==> src/design/hdfd_pkg.sv <==
// hdfd_pkg: shared constants, codes and types for the header delimited frame decoder
// no dependencies; imported by every design module and the checker
`default_nettype none

package hdfd_pkg;

  localparam int unsigned MAX_FRAME_DEF = 128;
  localparam int unsigned HEAD_DEPTH    = 15;

  localparam int unsigned IN_TDATA_W  = 8;
  localparam int unsigned OUT_FIELD_W = 121;
  localparam int unsigned OUT_TDATA_W = 128;

  localparam logic [7:0] HEADER_BYTE = 8'h55;
  localparam logic [7:0] TYPE_RC     = 8'h01;
  localparam logic [7:0] TYPE_LINK   = 8'h04;
  localparam logic [7:0] TYPE_MODE   = 8'h85;
  localparam logic [7:0] LINK_LOST   = 8'h03;
  localparam logic [7:0] LEN_OVERHEAD = 8'd4;

  // failsafe register reset values, entry i is channel i
  localparam logic [3:0][15:0] FS_RST = {16'd1500, 16'd1400, 16'd1500, 16'd1500};

  typedef enum logic [1:0] {
    STAT_OK       = 2'd0,
    STAT_LEN_ERR  = 2'd1,
    STAT_CSUM_ERR = 2'd2,
    STAT_TOO_LONG = 2'd3
  } status_e;

  typedef enum logic [1:0] {
    CFG_FS_CH0 = 2'd0,
    CFG_FS_CH1 = 2'd1,
    CFG_FS_CH2 = 2'd2,
    CFG_FS_CH3 = 2'd3
  } cfg_idx_e;

  // frame close event; head[k-1] is frame byte k
  typedef struct packed {
    logic                           fire;
    status_e                        status;
    logic [HEAD_DEPTH-1:0][7:0]     head;
  } close_t;

  typedef struct packed {
    logic [3:0][15:0] ch;
    logic [7:0]       ch4;
    logic [5:0]       keys;
    logic [7:0]       link;
    logic             failsafe;
    logic [7:0]       mode;
    logic [15:0]      errors;
  } held_t;

endpackage

`default_nettype wire

==> src/design/hdfd_frame_track.sv <==
// hdfd_frame_track: frame position, running xor and captured head bytes
// uses hdfd_pkg; flags the frame close and its status from the current byte
`default_nettype none

module hdfd_frame_track
  import hdfd_pkg::*;
#(
  parameter int unsigned MaxFrame = MAX_FRAME_DEF
) (
  input  wire logic       clk_i,
  input  wire logic       rst_ni,
  input  wire logic [7:0] byte_i,
  input  wire logic       take_i,
  output close_t          close_o
);

  localparam int unsigned PosW = $clog2(MaxFrame + 1);

  logic                       in_frame_q, in_frame_d;
  logic [PosW-1:0]            pos_q, pos_d;
  logic [7:0]                 xor_q, xor_d;
  logic [7:0]                 last_q, last_d;
  logic [HEAD_DEPTH-1:0][7:0] head_q, head_d;

  logic       is_hdr;
  logic       too_long;
  logic [7:0] n8;

  assign is_hdr   = (byte_i == HEADER_BYTE);
  assign too_long = (pos_q >= PosW'(MaxFrame));
  assign n8       = 8'(pos_q);

  always_comb begin
    close_o.fire = in_frame_q && (is_hdr || too_long);
    close_o.head = head_q;
    if (!is_hdr) begin
      close_o.status = STAT_TOO_LONG;
    end else if ((n8 < LEN_OVERHEAD) || (head_q[0] != (n8 - LEN_OVERHEAD))) begin
      close_o.status = STAT_LEN_ERR;
    end else if (xor_q != last_q) begin
      close_o.status = STAT_CSUM_ERR;
    end else begin
      close_o.status = STAT_OK;
    end
  end

  always_comb begin
    in_frame_d = in_frame_q;
    pos_d      = pos_q;
    xor_d      = xor_q;
    last_d     = last_q;
    head_d     = head_q;
    if (take_i) begin
      if (is_hdr) begin
        // header opens a frame, also right after closing one
        in_frame_d = 1'b1;
        pos_d      = PosW'(1);
        xor_d      = '0;
        last_d     = '0;
        head_d     = '0;
      end else if (in_frame_q) begin
        if (too_long) begin
          in_frame_d = 1'b0;
        end else begin
          for (int i = 0; i < HEAD_DEPTH; i++) begin
            if (pos_q == PosW'(i + 1)) head_d[i] = byte_i;
          end
          xor_d  = xor_q ^ byte_i;
          last_d = byte_i;
          pos_d  = pos_q + PosW'(1);
        end
      end
    end
  end

  always_ff @(posedge clk_i or negedge rst_ni) begin
    if (!rst_ni) begin
      in_frame_q <= 1'b0;
      pos_q      <= '0;
      xor_q      <= '0;
      last_q     <= '0;
      head_q     <= '0;
    end else begin
      in_frame_q <= in_frame_d;
      pos_q      <= pos_d;
      xor_q      <= xor_d;
      last_q     <= last_d;
      head_q     <= head_d;
    end
  end

endmodule

`default_nettype wire

==> src/design/hdfd_held_regs.sv <==
// hdfd_held_regs: held channel, link, mode and error values plus failsafe registers
// uses hdfd_pkg; updated from the close event of hdfd_frame_track
`default_nettype none

module hdfd_held_regs
  import hdfd_pkg::*;
(
  input  wire logic        clk_i,
  input  wire logic        rst_ni,
  input  wire logic        cfg_we_i,
  input  wire logic [1:0]  cfg_addr_i,
  input  wire logic [15:0] cfg_wdata_i,
  input  wire close_t      close_i,
  input  wire logic        take_i,
  output held_t            held_o
);

  logic [3:0][15:0] fs_q;
  held_t            held_q, held_d;

  always_comb begin
    held_d = held_q;
    if (take_i && close_i.fire) begin
      case (close_i.status)
        STAT_OK: begin
          case (close_i.head[2])
            TYPE_RC: begin
              for (int i = 0; i < 4; i++) begin
                held_d.ch[i] = {close_i.head[4 + 2 * i], close_i.head[3 + 2 * i]};
              end
              held_d.ch4  = close_i.head[11];
              held_d.keys = close_i.head[14][6:1];
            end
            TYPE_LINK: begin
              held_d.link = close_i.head[3];
              if (close_i.head[3] == LINK_LOST) begin
                held_d.ch       = fs_q;
                held_d.keys     = '0;
                held_d.failsafe = 1'b1;
              end
            end
            TYPE_MODE: held_d.mode = close_i.head[3];
            default: ;
          endcase
        end
        STAT_CSUM_ERR: held_d.errors = held_q.errors + 16'd1;
        default: ;
      endcase
    end
  end

  assign held_o = held_d;

  always_ff @(posedge clk_i or negedge rst_ni) begin
    if (!rst_ni) begin
      held_q <= '0;
    end else begin
      held_q <= held_d;
    end
  end

  always_ff @(posedge clk_i or negedge rst_ni) begin
    if (!rst_ni) begin
      fs_q <= FS_RST;
    end else if (cfg_we_i) begin
      case (cfg_idx_e'(cfg_addr_i))
        CFG_FS_CH0: fs_q[0] <= cfg_wdata_i;
        CFG_FS_CH1: fs_q[1] <= cfg_wdata_i;
        CFG_FS_CH2: fs_q[2] <= cfg_wdata_i;
        CFG_FS_CH3: fs_q[3] <= cfg_wdata_i;
        default: ;
      endcase
    end
  end

endmodule

`default_nettype wire

==> src/design/header_delimited_frame_decoder_top.sv <==
// path: a byte accepted into the input register is decoded from there; a closing transaction
//   is written to the result register, which drives the master side
// throughput: one byte per cycle, set by the single decode stage between the input
//   register and the result register; a byte that closes a frame waits while a held result is not drained
// reset: rst_ni clears frame tracking and held values, failsafe registers go to 1500/1500/1400/1500
// top level of the header delimited frame decoder; uses hdfd_pkg, hdfd_frame_track,
// hdfd_held_regs
`default_nettype none

module header_delimited_frame_decoder_top
  import hdfd_pkg::*;
#(
  parameter int unsigned MaxFrame = MAX_FRAME_DEF
) (
  input  wire logic                   clk_i,
  input  wire logic                   rst_ni,
  // slave side: tdata = rx_byte[7:0]
  input  wire logic                   s_axis_tvalid_i,
  output logic                        s_axis_tready_o,
  input  wire logic [IN_TDATA_W-1:0]  s_axis_tdata_i,
  // master side: tdata = status[1:0], channel0[17:2], channel1[33:18], channel2[49:34],
  // channel3[65:50], channel4[73:66], keys[79:74], link_state[87:80], failsafe[88],
  // operate_mode[96:89], error_count[112:97], frame_type[120:113], zeros[127:121]
  output logic                        m_axis_tvalid_o,
  input  wire logic                   m_axis_tready_i,
  output logic [OUT_TDATA_W-1:0]      m_axis_tdata_o,
  // configuration write port, index 0..3 = failsafe channel 0..3
  input  wire logic                   cfg_we_i,
  input  wire logic [1:0]             cfg_addr_i,
  input  wire logic [15:0]            cfg_wdata_i
);

  // input register
  logic       in_valid_q, in_valid_d;
  logic [7:0] in_byte_q, in_byte_d;

  // result register
  logic       out_valid_q, out_valid_d;
  status_e    out_status_q, out_status_d;
  held_t      out_held_q, out_held_d;
  logic [7:0] out_type_q, out_type_d;

  close_t close;
  held_t  held_next;
  logic   out_free;
  logic   take;

  // result slot free when empty or being drained this cycle
  assign out_free = !out_valid_q || m_axis_tready_i;
  // a byte that closes a frame needs the result slot, others always go
  assign take     = in_valid_q && (!close.fire || out_free);

  assign s_axis_tready_o = !in_valid_q || take;

  hdfd_frame_track #(
    .MaxFrame (MaxFrame)
  ) u_track (
    .clk_i   (clk_i),
    .rst_ni  (rst_ni),
    .byte_i  (in_byte_q),
    .take_i  (take),
    .close_o (close)
  );

  hdfd_held_regs u_held (
    .clk_i       (clk_i),
    .rst_ni      (rst_ni),
    .cfg_we_i    (cfg_we_i),
    .cfg_addr_i  (cfg_addr_i),
    .cfg_wdata_i (cfg_wdata_i),
    .close_i     (close),
    .take_i      (take),
    .held_o      (held_next)
  );

  always_comb begin
    in_valid_d = in_valid_q;
    in_byte_d  = in_byte_q;
    if (s_axis_tready_o) begin
      in_valid_d = s_axis_tvalid_i;
      in_byte_d  = s_axis_tdata_i;
    end
  end

  always_comb begin
    out_valid_d  = out_valid_q;
    out_status_d = out_status_q;
    out_held_d   = out_held_q;
    out_type_d   = out_type_q;
    if (take && close.fire) begin
      // every result carries the held values after this frame's update
      out_valid_d  = 1'b1;
      out_status_d = close.status;
      out_held_d   = held_next;
      out_type_d   = close.head[2];
    end else if (m_axis_tready_i) begin
      out_valid_d = 1'b0;
    end
  end

  always_ff @(posedge clk_i or negedge rst_ni) begin
    if (!rst_ni) begin
      in_valid_q  <= 1'b0;
      out_valid_q <= 1'b0;
    end else begin
      in_valid_q  <= in_valid_d;
      out_valid_q <= out_valid_d;
    end
  end

  // payload registers
  always_ff @(posedge clk_i) begin
    in_byte_q    <= in_byte_d;
    out_status_q <= out_status_d;
    out_held_q   <= out_held_d;
    out_type_q   <= out_type_d;
  end

  assign m_axis_tvalid_o = out_valid_q;
  assign m_axis_tdata_o  = {{(OUT_TDATA_W - OUT_FIELD_W){1'b0}},
                            out_type_q,
                            out_held_q.errors,
                            out_held_q.mode,
                            out_held_q.failsafe,
                            out_held_q.link,
                            out_held_q.keys,
                            out_held_q.ch4,
                            out_held_q.ch[3],
                            out_held_q.ch[2],
                            out_held_q.ch[1],
                            out_held_q.ch[0],
                            out_status_q};

endmodule

`default_nettype wire

==> config.mk <==
export PLATFORM = sky130hd
export DESIGN_NAME = header_delimited_frame_decoder_top
export DESIGN_NICKNAME = d
export VERILOG_FILES = /design/src/design/hdfd_pkg.sv /design/src/design/hdfd_frame_track.sv /design/src/design/hdfd_held_regs.sv /design/src/design/header_delimited_frame_decoder_top.sv
export SDC_FILE = /design/constraint.sdc
export NUM_CORES = 1
export LEC_CHECK = 0
export BUFFER_PORTS_ARGS = -buffer_cell sky130_fd_sc_hd__buf_2
export CORE_MARGIN = 1
export CORE_UTILIZATION = 54
export CTS_BUF_LIST = sky130_fd_sc_hd__clkbuf_16
export DETAILED_ROUTE_END_ITERATION = 6
export GPL_ROUTABILITY_DRIVEN = 0
export PLACE_DENSITY = 0.72
export SLEW_MARGIN = 20
export SYNTH_ARGS = -nofsm -noshare
export SYNTH_HDL_FRONTEND = slang
export SYNTH_SLANG_ARGS = --single-unit
export TNS_END_PERCENT = 100
==> constraint.sdc <==
create_clock -name clk_i -period 5.3 [get_ports clk_i]
set_clock_uncertainty 0.2 [all_clocks]
set_input_delay 1.325 -clock clk_i [delete_from_list [all_inputs] [get_ports clk_i]]
set_output_delay 1.325 -clock clk_i [all_outputs]
set_load 0.01 [all_outputs]
==> metrics.yaml <==
io_buffers: 153
clk_path_buf_depth: 3
die_w_um: 175.6
track_usage: 0.2440
hold_violations: 0
r2r_start: "u_track.n8[2]"
slew_headroom: 0.2583
r2r_setup_slack_ns: 1.19
slowest_stage: "dfrtp_1"
detailed_place_hpwl_um: 22280
crit_arrival_ns: 4.14
grt_pass1_vias: 10160
drt_iter0_drc: 857
cts_setup_buffers: 0
reg2reg_depth: 9
critPathRequiredTime_ns: 5.34
row_count: 63
clk_latency_ns: 0.53
crit_path_start: "u_track.n8[2]"
cts_resized: 0
nets: 1391
via_per_inst: 5.626
synthAdderAreaFrac: 0.006923
timing.rr.end: "m_axis_tdata_o[50]"
drc: 0
synthMuxAreaShare: 0.07415
cts_root_buffer: "clkbuf_16"
setup_viol_count_final: 0
synthSimpleGateAreaFrac: 0.07253
ys.flop_type: "dfrtp_1"
start_util: 0.5488
final_max_slew_viol_count: 0
worst_hold_path_type: "reg -> reg"
grt_max_degree: 130
synth_edf_count: 129
postSynthAreaPerCell_sq_um: 13.52
overflow: 0
syn_inst: 1203
die_h_um: 175.6
ir_drop_mv: 0.3154
wirelength_um: 36140
yosys_warnings: 0
grt_pass1_wl_um: 57370
synthToLayoutAreaGrowth_pct: 15.11
path_cells: "inv_1 > ha_1 > xnor2_1 > nor4_1 > o2111ai_1 > a21oi_1 > and3_2 > buf_4 > o21ai_0"
total_leakage_power_nw: 8.353
ys_ff_latch: 425
yosysUniqueCellTypes: 48
endpoint: "m_axis_tdata_o[50]"
async_reset_ff_frac: 0.6965
worstMarginPinSlew_ns: 1.113
cp_max_fo: 30
synth_area_sq_um: 16270
rsz0062_at_grt: "false"
dr.pass1.iters: 5
diodes: 0
cap_viol_max_count: 0
cts_tree: "done"
vias: 9986
drive_gt1_frac: 0.2549
fin_area_sq_um: 18730
status: "completed"
antenna_left: 0
cts_hold_buf: 0
fin_tns_setup_ns: 0
finalCritPeriodShare: 0.7748
cts_buffers: 43
dpl_cell_area_sq_um: 17420
n_fill_cell: 2274
cts.sinks: 425
path_clk_slew_ns: 0.06
antenna_found_initial: 1
critPathKind: "reg -> reg"
fin_crit_ns: 4.107
synth_xor_area_frac: 0.02261
power_density_nw_per_um2: 430.2
io_pins: 161
critPathLaunchType: "flip-flop"
ys_seq_area_frac: 0.6956
ctsHtreeMaxLevel: 2
wl_per_cell_um: 20.36
max_stage_delay_ns: 0.51
fmaxAchievable_ghz: 0.2435
crit_path_end_kind: "flip-flop"
coreArea_sq_um: 29640
synth_compound_area_frac: 0.08930
die_area_sq_um: 30820
finalPower_mw: 8.055
synth_top_family_by_area: "compound AO/OA/AOI/OAI gates"
[cells in the mapped netlist, types with 2 or more instances]
master	number	share of area
dfrtp_1	269	0.41
edfxtp_1	129	0.24
o21ai_0	128	0.039
mux2_2	92	0.064
nand3_1	88	0.027
inv_1	78	0.018
a22oi_1	65	0.030
nand2_1	59	0.014
clkbuf_1	43	0.0099
xnor2_1	29	0.016
dfstp_2	27	0.044
o21ai_1	24	0.0074
nor2_1	21	0.0048
nand4_1	20	0.0077
buf_2	13	0.0040
xor2_1	13	0.0070
buf_4	12	0.0055
and3_1	10	0.0038
ha_1	9	0.0069
mux2_1	8	0.0055
mux2i_1	8	0.0049
nor3_1	6	0.0018
and4_1	5	0.0027
o21a_1	4	0.0018
a21oi_1	3	0.00092
nand2b_1	3	0.0012
nand3b_1	3	0.0014
nor4_1	3	0.0012
o31ai_1	3	0.0014
or2_2	3	0.0012
a2111oi_4	2	0.0034
a31oi_1	2	0.00077
and2_1	2	0.00077
and4bb_2	2	0.0015
nor3b_1	2	0.00092
o2111ai_1	2	0.0011
or4_1	2	0.00092
[metrics by stage]
stage	worst slack (ns)	instances	util	hold slack [ns]
after floorplan	0.2532	1209	-	0.2236
after global placement	1.340	1695	0.5876	0.2368
after detailed placement	1.232	1695	0.5876	0.2615
after CTS	1.218	1774	0.6309	0.2757
after global routing	0.9370	1775	0.6318	0.2920
final	1.193	1775	0.6318	0.2754
[layout make-up]
cell class / instances / area (sq um) / area share
repair buffers: 168 / 970.9 / 0.05185
clock inverters: 33 / 131.4 / 0.007016
clock buffers: 46 / 1151 / 0.06147
inverters: 78 / 292.8 / 0.01564
flip-flops and latches: 425 / 11310 / 0.6042
well taps: 390 / 488.0 / 0.02606
multi-input cells: 635 / 4377 / 0.2337
[report_power, final]
group / leakage [nW] / switching [mW] / internal, mW
Sequential: 4.76 / 0.383 / 3.91
Clock: 0.690 / 1.19 / 1.55
Combinational: 2.90 / 0.560 / 0.457
[cell usage in the layout, fill, tap and decap left out, types with 3 or more instances in the layout]
| cell type | n |
|---|---|
| and4_1 | 5 |
| nor2_1 | 21 |
| nand4_1 | 20 |
| clkinv_1 | 12 |
| nand3b_1 | 3 |
| dfstp_2 | 27 |
| or2_2 | 3 |
| clkbuf_16 | 46 |
| mux2i_1 | 8 |
| buf_12 | 5 |
| a22oi_1 | 65 |
| ha_1 | 9 |
| nand2_1 | 59 |
| buf_4 | 9 |
| o21ai_1 | 24 |
| mux2_2 | 92 |
| conb_1 | 7 |
| o21a_1 | 3 |
| a21oi_1 | 3 |
| buf_2 | 152 |
| and3_1 | 9 |
| xnor2_1 | 29 |
| edfxtp_1 | 129 |
| clkinv_2 | 4 |
| o31ai_1 | 3 |
| mux2_1 | 8 |
| xor2_1 | 13 |
| nand3_1 | 87 |
| nand2b_1 | 3 |
| a2111oi_4 | 3 |
| dfrtp_1 | 269 |
| o21ai_0 | 128 |
| inv_1 | 93 |
| nor3_1 | 6 |
| nor4_1 | 3 |
[registers in the layout, summed over array words and instances (netlist names), 64 cells and up]
register and flops:
u_held.fs_q 64, m_axis_tdata_o 111, u_track.close_o 94, u_held.held_q 111
[critical path, delay by kind of cell, from the launching register on]
family / cells / cell delay [ns]
buffers and inverters: 2 / 0.56
AO/OA/AOI/OAI: 3 / 1.20
AND/OR/NAND/NOR: 2 / 0.86
flip-flops: 1 / 0.51
adder cells (fa/ha/maj): 1 / 0.33
XOR/XNOR: 1 / 0.13
[per-layer routing]
| layer | vias up | part of all wire | global-route usage |
|---|---|---|---|
| met5 | - | 0 | 0 |
| met4 | 0 | 0.019 | 0.06993 |
| met3 | 48 | 0.058 | 0.04048 |
| met2 | 296 | 0.49 | 0.3943 |
| met1 | 5070 | 0.43 | 0.3435 |
| li1 | 4572 | - | - |
[logic make-up (layout without fill, tap and decap cells)]
logic type | after synthesis | after routing
flip-flops | 425 | 425
AO/OA/AOI/OAI | 236 | 236
buffers and inverters | 149 | 325
AND/OR/NAND/NOR | 233 | 233
other | 1 | 7
multiplexers | 108 | 108
XOR/XNOR | 42 | 42
adder cells (fa/ha/maj) | 9 | 9
[how the worst min path moves through the flow]
stage | to | slack [ns] | depth (start not counted) | from
2_1_floorplan | u_held.held_q[24] | 0.22 | 1 | u_held.held_q[24]
3_3_place_gp | u_held.held_q[24] | 0.24 | 1 | u_held.held_q[24]
3_5_place_dp | u_held.held_q[24] | 0.26 | 1 | u_held.held_q[24]
4_1_cts | u_held.held_q[24] | 0.28 | 1 | u_held.held_q[24]
5_1_grt | u_held.held_q[44] | 0.29 | 1 | u_held.held_q[44]
6_report | u_held.held_q[24] | 0.28 | 1 | u_held.held_q[24]
No activity file was read; power rests on OpenSTA's default activity.
